--- src/design/bmhq_pkg.sv ---
// ============================================================================
// bmhq_pkg
// Shared types, codes and the sequencer microprogram of the min-heap queue.
// ============================================================================
package bmhq_pkg;

    // Default heap capacity in entries
    localparam int DEF_HEAP_DEPTH = 1024;

    // Field widths of one entry
    localparam int TAG_W  = 20;
    localparam int COST_W = 16;
    localparam int KEY_W  = 16;
    localparam int FILL_W = 11;
    localparam int STAT_W = 2;

    // Stream payload widths (byte-padded)
    localparam int IN_DATA_W  = 56;
    localparam int OUT_DATA_W = 64;

    // Command codes
    localparam logic CMD_PUSH = 1'b0;
    localparam logic CMD_POP  = 1'b1;

    // Result status codes
    localparam logic [STAT_W-1:0] ST_OK    = 2'd0;
    localparam logic [STAT_W-1:0] ST_FULL  = 2'd1;
    localparam logic [STAT_W-1:0] ST_EMPTY = 2'd2;

    // One heap entry
    typedef struct packed {
        logic [TAG_W-1:0]  tag;
        logic [COST_W-1:0] cost;
        logic [KEY_W-1:0]  key;
    } entry_t;

    // Datapath operations driven by the control word
    typedef enum logic [3:0] {
        OP_NOP,
        OP_LATCH,      // capture the command, check full/empty
        OP_PUSH_INIT,  // pos = count, count++
        OP_RD_PARENT,  // read parent of pos
        OP_UP_MOVE,    // parent moves down into pos when new key is smaller
        OP_PLACE,      // write the moving entry at pos
        OP_RD_ROOT,    // read root, count--
        OP_RD_LAST,    // read last slot, capture root as result
        OP_LOAD_LAST,  // moving entry = last slot, pos = root
        OP_RD_LEFT,    // read left child of pos
        OP_RD_RIGHT,   // read right child, rank left child against moving entry
        OP_DN_MOVE,    // smaller child moves up into pos
        OP_EMIT        // hand the result to the output register
    } op_t;

    // Jump conditions
    typedef enum logic [3:0] {
        C_NEVER,
        C_ALWAYS,
        C_NO_ACCEPT,
        C_REFUSED,
        C_IS_POP,
        C_AT_ROOT,
        C_UP_LESS,
        C_NO_CHILD,
        C_DN_MORE,
        C_OUT_FREE
    } cond_t;

    localparam int STEP_W = 4;

    // One microinstruction
    typedef struct packed {
        op_t               op;
        cond_t             cond;
        logic [STEP_W-1:0] target;
    } ctrl_word_t;

    // Status flags from the datapath to the sequencer
    typedef struct packed {
        logic refused;
        logic is_pop;
        logic at_root;
        logic up_less;
        logic no_child;
        logic dn_more;
    } dp_flags_t;

    // Microprogram step addresses
    localparam logic [STEP_W-1:0] S_IDLE      = STEP_W'(0);
    localparam logic [STEP_W-1:0] S_CHECK     = STEP_W'(1);
    localparam logic [STEP_W-1:0] S_DISPATCH  = STEP_W'(2);
    localparam logic [STEP_W-1:0] S_PUSH      = STEP_W'(3);
    localparam logic [STEP_W-1:0] S_UP_RD     = STEP_W'(4);
    localparam logic [STEP_W-1:0] S_UP_CMP    = STEP_W'(5);
    localparam logic [STEP_W-1:0] S_PLACE_UP  = STEP_W'(6);
    localparam logic [STEP_W-1:0] S_POP_ROOT  = STEP_W'(7);
    localparam logic [STEP_W-1:0] S_POP_LAST  = STEP_W'(8);
    localparam logic [STEP_W-1:0] S_POP_LOAD  = STEP_W'(9);
    localparam logic [STEP_W-1:0] S_DN_RDL    = STEP_W'(10);
    localparam logic [STEP_W-1:0] S_DN_RDR    = STEP_W'(11);
    localparam logic [STEP_W-1:0] S_DN_CMP    = STEP_W'(12);
    localparam logic [STEP_W-1:0] S_PLACE_DN  = STEP_W'(13);
    localparam logic [STEP_W-1:0] S_EMIT      = STEP_W'(14);
    localparam logic [STEP_W-1:0] S_EMIT_WAIT = STEP_W'(15);

    // Microprogram ROM: jump to target when cond holds, else fall through
    function automatic ctrl_word_t ucode(input logic [STEP_W-1:0] step);
        ctrl_word_t w;
        unique case (step)
            S_IDLE:      w = '{OP_LATCH,     C_NO_ACCEPT, S_IDLE};
            S_CHECK:     w = '{OP_NOP,       C_REFUSED,   S_EMIT};
            S_DISPATCH:  w = '{OP_NOP,       C_IS_POP,    S_POP_ROOT};
            S_PUSH:      w = '{OP_PUSH_INIT, C_NEVER,     S_IDLE};
            S_UP_RD:     w = '{OP_RD_PARENT, C_AT_ROOT,   S_PLACE_UP};
            S_UP_CMP:    w = '{OP_UP_MOVE,   C_UP_LESS,   S_UP_RD};
            S_PLACE_UP:  w = '{OP_PLACE,     C_ALWAYS,    S_EMIT};
            S_POP_ROOT:  w = '{OP_RD_ROOT,   C_NEVER,     S_IDLE};
            S_POP_LAST:  w = '{OP_RD_LAST,   C_NEVER,     S_IDLE};
            S_POP_LOAD:  w = '{OP_LOAD_LAST, C_NEVER,     S_IDLE};
            S_DN_RDL:    w = '{OP_RD_LEFT,   C_NO_CHILD,  S_PLACE_UP};
            S_DN_RDR:    w = '{OP_RD_RIGHT,  C_NEVER,     S_IDLE};
            S_DN_CMP:    w = '{OP_DN_MOVE,   C_DN_MORE,   S_DN_RDL};
            S_PLACE_DN:  w = '{OP_PLACE,     C_NEVER,     S_IDLE};
            S_EMIT:      w = '{OP_EMIT,      C_OUT_FREE,  S_IDLE};
            S_EMIT_WAIT: w = '{OP_NOP,       C_ALWAYS,    S_EMIT};
            default:     w = '{OP_NOP,       C_ALWAYS,    S_IDLE};
        endcase
        return w;
    endfunction

endpackage

--- src/design/bmhq_seq.sv ---
// ============================================================================
// bmhq_seq
// Microprogram sequencer: step counter, ROM lookup and conditional jumps.
// ============================================================================
module bmhq_seq (
    input  logic                  clk,
    input  logic                  rst_n,
    input  logic                  accept,
    input  logic                  out_free,
    input  bmhq_pkg::dp_flags_t   flags,
    output bmhq_pkg::ctrl_word_t  ctrl,
    output logic                  idle
);

    logic [bmhq_pkg::STEP_W-1:0] upc_reg;
    logic [bmhq_pkg::STEP_W-1:0] upc_next;
    logic                        take;

    // Current control word
    assign ctrl = bmhq_pkg::ucode(upc_reg);
    assign idle = (upc_reg == bmhq_pkg::S_IDLE);

    // Jump condition select
    always_comb
    begin
        unique case (ctrl.cond)
            bmhq_pkg::C_NEVER:     take = 1'b0;
            bmhq_pkg::C_ALWAYS:    take = 1'b1;
            bmhq_pkg::C_NO_ACCEPT: take = !accept;
            bmhq_pkg::C_REFUSED:   take = flags.refused;
            bmhq_pkg::C_IS_POP:    take = flags.is_pop;
            bmhq_pkg::C_AT_ROOT:   take = flags.at_root;
            bmhq_pkg::C_UP_LESS:   take = flags.up_less;
            bmhq_pkg::C_NO_CHILD:  take = flags.no_child;
            bmhq_pkg::C_DN_MORE:   take = flags.dn_more;
            bmhq_pkg::C_OUT_FREE:  take = out_free;
            default:               take = 1'b0;
        endcase
        upc_next = take ? ctrl.target : upc_reg + bmhq_pkg::STEP_W'(1);
    end

    // Step counter
    always_ff @(posedge clk or negedge rst_n)
    begin
        if (!rst_n)
        begin
            upc_reg <= bmhq_pkg::S_IDLE;
        end
        else
        begin
            upc_reg <= upc_next;
        end
    end

endmodule

--- config.mk ---
export PLATFORM = sky130hd
export DESIGN_NAME = bmhq_seq
export DESIGN_NICKNAME = d
export VERILOG_FILES = /design/src/design/bmhq_pkg.sv /design/src/design/bmhq_seq.sv
export SDC_FILE = /design/constraint.sdc
export NUM_CORES = 1
export LEC_CHECK = 0
export BUFFER_PORTS_ARGS = -buffer_cell sky130_fd_sc_hd__buf_2
export CAP_MARGIN = 20
export CORE_ASPECT_RATIO = 1.1
export CORE_MARGIN = 2
export CORE_UTILIZATION = 43
export CTS_BUF_LIST = sky130_fd_sc_hd__clkbuf_16
export CTS_CLUSTER_DIAMETER = 50
export DETAILED_ROUTE_END_ITERATION = 6
export PLACE_DENSITY = 0.74
export SLEW_MARGIN = 30
export SYNTH_ARGS = -nofsm -noshare
export SYNTH_HDL_FRONTEND = slang
export SYNTH_SLANG_ARGS = --single-unit
--- constraint.sdc ---
create_clock -name clk -period 2.1 [get_ports clk]
set_clock_uncertainty 0.1 [all_clocks]
set_input_delay 0.21 -clock clk [delete_from_list [all_inputs] [get_ports clk]]
set_output_delay 0.21 -clock clk [all_outputs]
set_load 0.02 [all_outputs]
## Word level (Yosys, flattened, before mapping)

Memory sizes are Yosys's and may differ from the RTL's.
Index checks and enable logic that the tools add are counted.

- Bits in registers: 4
- Latch bits: 0
- RAM bits: 0
- Bits in read-only memories: 192
- Output and inout bits: 13
- Logic and storage cells: 16
- Memories kept: 1

Memories:

| name | words | width | read ports | clocked after memory_dff | write ports | line | source |
|---|---|---|---|---|---|---|---|
| (name not given) | 16 | 12 | 1 | 0 | 0 | bmhq_pkg.sv:108 | `unique case (step)` |

- $add $sub $neg: 1
- Multiply operators: 0
- Divide/modulo/power cells: 0
- $lt $le $gt $ge: 0
- Equal/unequal tests: 9
- Shifts and indexed selects: 0
- Muxes and demuxes: 2
- Bitwise logic cells: 0
- Reductions and logical operators: 2

Operators with widths:

| operator | number |
|---|---|
| $eq 4x3->1 const B | 4 |
| $pmux 1 s9 | 1 |
| $eq 4x2->1 const B | 2 |
| $eq 4x4->1 const B | 2 |
| $add 4x1->4 const B | 1 |
| $eq 4x1->1 const B | 1 |
| $logic_not 4->1 | 1 |
| $mux 4 | 1 |
| $logic_not 1->1 | 1 |

## Depth between registers and ports, before layout

Gate-level depths: netlist of run 1.
An unclocked memory read counts as a cell.

- Depth in word-level cells: 4
- Mapped depth: 9
- Depth with buffers taken out: 9

## Least setup slack after synthesis of run 1

Ideal clock, no wire load.

- Path type: reg2reg
- Start: reg upc_reg[0] (netlist name)
- End: reg upc_reg[0] (netlist name)
- Arrival: 2242 ps
- Path slack: -369 ps
- Cell stages (with the launch flop): 8
- Buffers on the path: 0
- Clock period less this slack: 2469 ps
- Cell sequence: dfrtp_1 inv_1 ha_1 mux4_2 mux2i_1 a221oi_1 a32oi_2 mux2_1

RTL lines:

| element | line | source |
|---|---|---|
| start, declared | bmhq_seq.sv:15 | `logic [bmhq_pkg::STEP_W-1:0] upc_reg;` |
| start signal, assigned | bmhq_seq.sv:47 | `upc_reg <= bmhq_pkg::S_IDLE;` |
| start signal, assigned | bmhq_seq.sv:51 | `upc_reg <= upc_next;` |

## Worst setup path after layout of run 1

- Start: reg upc_reg[1] (netlist name)
- End: reg upc_reg[0] (netlist name)

- Cells in the longest elaborated chain, start to end: 4

Ends and longest elaborated chain:

| element | line | source |
|---|---|---|
| $mem_v2 16x12 (*) | -- |  |
| $eq 4x4->1 (tied with other cells) | bmhq_seq.sv:26 | `unique case (ctrl.cond)` |
| $pmux 1 s9 | bmhq_seq.sv:26 |  |
| $mux 4 (*) | bmhq_seq.sv:39 | `upc_next = take ? ctrl.target : upc_reg + bmhq_pkg::STEP_W'(1);` |
| net upc_next (one bit) | bmhq_seq.sv:16 | `logic [bmhq_pkg::STEP_W-1:0] upc_next;` |

Mark *: on every way through the listed nets, which the timed path passes. The rest lies on a longest branch.

==> flow_summary.json, run 1 <==
{
  "outcome": "finished, violations left",
  "violations": "setup timing",
  "ioPinCount": 23,
  "cts_tree": "yes",
  "synth-compound-area-share_pct": 28.0,
  "fin_tns_setup_ns": -1.47,
  "grt-ovfl-total": 0,
  "synth_top_family_by_area": "compound AO/OA/AOI/OAI gates",
  "setup_viol": 4,
  "synthFlopType": "dfrtp_1",
  "gp_congestion": 0.739,
  "synthMuxAreaShare_pct": 17.5,
  "dr_total_vias": 771,
  "cts_root_buffer": "clkbuf_16",
  "finalHoldViolations": 0,
  "rsz0062_at_grt": "true",
  "fin_nets": 139,
  "start_util_pct": 45.6,
  "slew_headroom_pct": 73.2,
  "yosysUniqueCellTypes": 29,
  "yosys.area_share.simple_pct": 14.2,
  "worstMarginPinSlew_ns": 0.399,
  "worst_path_largest_cell_delay_ns": 0.46,
  "dieArea_um2": 1750,
  "crit_cells": 8,
  "ys_top_cells_by_area": "dfrtp_1 (16%), ha_1 (12%), mux2_1 (7.3%)",
  "cp_slowest_cell": "dfrtp_2",
  "cpMostUsedCell": "mux2_4",
  "syn_to_final_growth_pct": 77.4,
  "synthTopCellsByCount": "o21ai_0 (8), inv_1 (7), nand2_1 (7)",
  "drive_gt1_share_pct": 59.0,
  "grt_usage_pct": 23.2,
  "syn_area_um2": 616,
  "worstSetupPathType": "reg2reg",
  "finalMaxSlewViolations": 0,
  "synth.most_common_cell": "o21ai_0",
  "fin_util_pct": 81.0,
  "antenna_found_initial": 0,
  "path_cells": "ha_4 > mux2_4 > mux2_4 > o211ai_1 > o21bai_1 > a32oi_2 > buf_6 > mux2_4",
  "min_period_over_period_pct": 118,
  "port_buffers": 22,
  "worstPathArrival_ns": 2.48,
  "drv_cap": 0,
  "synth_cells": 76,
  "worst_ep_required_time_ns": 2.10,
  "critPathTopFamily": "multiplexers",
  "design_area_um2": 1090,
  "synth_seq_cells": 4,
  "critPathBufInv": 1,
  "cts_inserted_buffers": 3,
  "clock-sinks": 4,
  "grt_pass1_wl_mm": 2.77,
  "drt_pass1_iterations": 4,
  "synth-edff-count": 0,
  "drt_iter0_drc": 14,
  "largest_reg_flops": 4,
  "syn_area_per_cell_um2": 8.10,
  "critPathLaunchType": "register",
  "hpwlAfterDp_mm": 1.30,
  "grt_pass1_vias": 689,
  "synthAdderAreaFrac_pct": 12.2,
  "finalCriticalPeriod_ns": 2.47,
  "syn_nets": 92,
  "clk_latency_ns": 0.23,
  "end_kind": "register",
  "drc": 0,
  "post_dp_cell_area_um2": 903,
  "cts.clk_slew.worst_paths_ns": 0.03,
  "place_ws_ns": -0.365,
  "yosys.area.top_type": "dfrtp_1",
  "wire_per_inst_um": 15.4,
  "n_fill_cell": 87,
  "yosysSeqAreaShare_pct": 16.3,
  "fmax_mhz": 404,
  "dieWidth_um": 40.1,
  "reg2regPathDepth": 8,
  "synthXorXnorAreaFrac_pct": 2.85,
  "rows": 14,
  "worstPathMaxFanout": 7,
  "async_flop_share_pct": 100,
  "worst_slack_ns": -0.375,
  "cts_buffer_depth": 2,
  "cts_htree_levels": 1,
  "vias_per_cell": 5.59,
  "grt_max_degree": 14,
  "hp-class": "in2async",
  "ys_warn_count": 0,
  "synth_top_area_share_pct": 16.3,
  "core_area_um2": 1350,
  "totalWireLength_mm": 2.13,
  "fp.dieH_um": 43.7,
  "ant_nets": 0,
  "n_antenna_cell": 0
}
-- path summary, 6_finish.rpt --
kind | startpoint | to | slack (ns)
worst max-delay path | upc_reg[1] | upc_reg[0] | -0.37
worst min-delay path | rst_n | upc_reg[3] | 0.23
worst max register to register | upc_reg[1] | upc_reg[0] | -0.37
worst min register to register | upc_reg[0] | upc_reg[0] | 0.76
max in group asynchronous | rst_n | upc_reg[1] | 1.53
min in group clk | flags[1] | upc_reg[3] | 0.57
-- kinds of logic after synthesis --
kind of cell | after synthesis
AOI/OAI and AO/OA | 25
and+or+nand+nor | 19
buffers and inverters | 12
muxes | 8
adders and majority gates | 6
DFF | 4
xor gates and xnor gates | 2
-- routing by layer --
| layer | vias to the layer above | global-route usage [%] | wire [µm] | share of wire [%] |
|---|---|---|---|---|
| met5 | - | 0 | 0 | 0 |
| met4 | 0 | 9.66 | 78 | 3.7 |
| met3 | 11 | 9.23 | 141 | 6.6 |
| met2 | 33 | 39.7 | 1120 | 53 |
| met1 | 359 | 23.8 | 788 | 37 |
| li1 | 368 | - | - | - |
-- through the flow --
stage               hold slack, ns  std cells
global route                 0.252        138
detailed placement         -0.0827        129
finish                       0.228        138
floorplan                   -0.186         76
CTS                          0.226        134
global placement           -0.0834        129
-- cells in the final DEF (no fill, tap or decap), drive strengths merged --
cell type	synthesis	routed
xor2	1	1
o21bai	1	1
mux2	6	6
a211oi	4	4
o211ai	2	2
o21a	2	2
xnor2	1	1
nor2b	4	4
nor2	5	5
nand2	7	7
buf	4	45
dfrtp	4	4
clkbuf	0	3
mux4	1	1
ha	6	6
a221oi	1	1
clkinv	1	1
a32oi	1	1
and2	2	2
inv	7	8
dlygate4sd3	0	1
a31o	1	1
a211o	1	1
nand3	1	1
mux2i	1	1
o31ai	1	1
a21oi	3	3
o21ai	8	8
-- layout make-up --
cell class                 count  area, µm²  share of cell area [%]
tap                           16       20.0                    1.83
clock inverter                 1       3.75                   0.344
multi-input combinational     60        557                    51.0
clock buffer                   3       75.1                    6.87
timing repair buffer          46        302                    27.6
sequential                     4        103                    9.39
inverter                       8       32.5                    2.98
-- what timing repair did --
action,in CTS,in global routing
hold buffers,1,0
pin swaps,2,4
setup buffers,0,4
resized for setup,1,16
setup endpoints to repair,6,9
endpoints found under the hold margin,4,0
Power of run 1 is not shown: default switching activity piles up to over one toggle a cycle in this logic, so the estimate is an artifact.
==> inputs of run 2 (changes only) <==
- CORE_ASPECT_RATIO: 1.1 -> default
==> run 2 against run 1 <==
The run still ends with setup timing left. Sequential cell count stayed put. Sequential share of layout area fell by 0.41 points. Utilization increased by 5.7 points. Fmax shrank 0.94%. Non-clock buffer count rose by 5. Register-to-register slack worse by 0.02 ns. Worst hold slack better by 0.040 ns. Via count grew 4.2%. Cell area is 4.6% higher. Routed wire length is 17% higher. Critical path depth unchanged. First-iteration DRC count increased by 110%. Critical endpoint is now upc_reg[1]. Largest cell class unchanged.
==> flow_summary.json, run 2 (synthesis results as in run 1) <==
{
  "cts_buffer_depth": 2,
  "violations": "setup timing",
  "finalHoldViolations": 0,
  "rows": 13,
  "dieWidth_um": 41.8,
  "drc": 0,
  "totalWireLength_mm": 2.48,
  "grt-ovfl-total": 0,
  "finalMaxSlewViolations": 0,
  "vias_per_cell": 5.65,
  "min_period_over_period_pct": 119,
  "grt_pass1_vias": 725,
  "critPathLaunchType": "register",
  "gp_congestion": 0.798,
  "start_util_pct": 46.7,
  "drv_cap": 0,
  "slew_headroom_pct": 80.7,
  "worstPathArrival_ns": 2.50,
  "fmax_mhz": 400,
  "multi_input_area_um2": 568,
  "dr_total_vias": 803,
  "whs_ns": 0.268,
  "rsz0062_at_grt": "true",
  "wire_per_inst_um": 17.5,
  "n_antenna_cell": 0,
  "fin_nets": 144,
  "busiest_layer": "met2",
  "worst_path_largest_cell_delay_ns": 0.54,
  "cts_root_buffer": "clkbuf_16",
  "seq_area_um2": 103,
  "use_met3_pct": 3.48,
  "grt_pass1_wl_mm": 3.36,
  "antenna_found_initial": 0,
  "hp-class": "in2async",
  "port_buffers": 22,
  "core_area_um2": 1320,
  "worstSetupPathType": "reg2reg",
  "clk_latency_ns": 0.23,
  "path_cells": "inv_2 > ha_2 > mux4_2 > mux2i_2 > a221oi_2 > a32oi_2 > buf_6 > mux2_1",
  "ioPinCount": 23,
  "outcome": "finished, violations left",
  "drt_pass1_iterations": 4,
  "clock-sinks": 4,
  "layout_commonest_cell": "buf_4",
  "setup_viol": 4,
  "worst_ep_required_time_ns": 2.10,
  "worstPathMaxFanout": 5,
  "layout_common_cells": "buf_4 (30), buf_2 (19), o21ai_0 (7), nand2_1 (7), inv_1 (6)",
  "grt_usage_pct": 25.2,
  "n_fill_cell": 75,
  "end_kind": "register",
  "dp.cells": 132,
  "finalCriticalPeriod_ns": 2.50,
  "fin_tns_setup_ns": -1.53,
  "syn_to_final_growth_pct": 85.6,
  "hpwlAfterDp_mm": 1.44,
  "met2_usage_pct": 45.3,
  "cp_slowest_cell": "mux4_2",
  "cts_tree": "yes",
  "largest_reg_flops": 4,
  "ant_nets": 0,
  "grt_max_degree": 12,
  "drt_iter0_drc": 30,
  "worstMarginPinSlew_ns": 0.290,
  "drive_gt1_share_pct": 61.4,
  "cts_htree_levels": 1,
  "grt_use_met1_pct": 29.4,
  "cts.clk_slew.worst_paths_ns": 0.03,
  "dieArea_um2": 1750,
  "final_cells": 142,
  "cts_inserted_buffers": 3,
  "worst_slack_ns": -0.398,
  "fp.dieH_um": 41.8
}
-- run 2: layer usage --
metal | vias to the layer above | share of wire [%]
met5 | - | 0
met4 | 0 | 2.1
met3 | 6 | 4.8
met2 | 34 | 52
met1 | 392 | 41
li1 | 371 | -
-- run 2: repair_timing --
action | CTS | global route
hold endpoints to repair | 4 | 0
pin swaps | 1 | 4
setup buffers | 1 | 4
resized for setup | 7 | 13
hold buffers | 1 | 0
endpoints found under the setup margin | 8 | 9
-- run 2: cell type report --
type	instances	area share, %
Multi-Input combinational cell	60	49.7
Timing Repair Buffer	51	29.9
Inverter	8	2.85
Clock inverter	1	0.329
Sequential cell	4	8.98
Clock buffer	3	6.57
Tap cell	15	1.64
-- run 2: critical path, delay by kind of cell, from the launching register on --
kind | cells | cell delay [ns]
muxes | 3 | 1.04
DFF | 1 | 0.45
AOI/OAI and AO/OA | 2 | 0.38
buffers and inverters | 2 | 0.21
adders and majority gates | 1 | 0.18
-- run 2: worst paths after layout --
kind | start | end | slack (ns) | cells past startpoint
worst max-delay path | upc_reg[1] | upc_reg[1] | -0.40 | 8
worst min-delay path | rst_n | upc_reg[0] | 0.27 | 2
worst max register to register | upc_reg[1] | upc_reg[1] | -0.40 | 8
worst min register to register | upc_reg[0] | upc_reg[0] | 0.75 | 3
max in group asynchronous | rst_n | upc_reg[1] | 1.50 | 2
min in group clk | flags[1] | upc_reg[0] | 0.58 | 5
-- run 2: per-stage QoR --
stage          instance area, µm²  setup WS [ns]  utilization (%)
4_1_cts                      1060         -0.369             80.6
3_3_place_gp                  932         -0.336             70.8
5_1_grt                      1140         -0.440             86.7
2_1_floorplan                 656         -0.280                -
3_5_place_dp                  932         -0.392             70.8
6_report                     1140         -0.398             86.7
Power of run 2 is left out for the same reason.
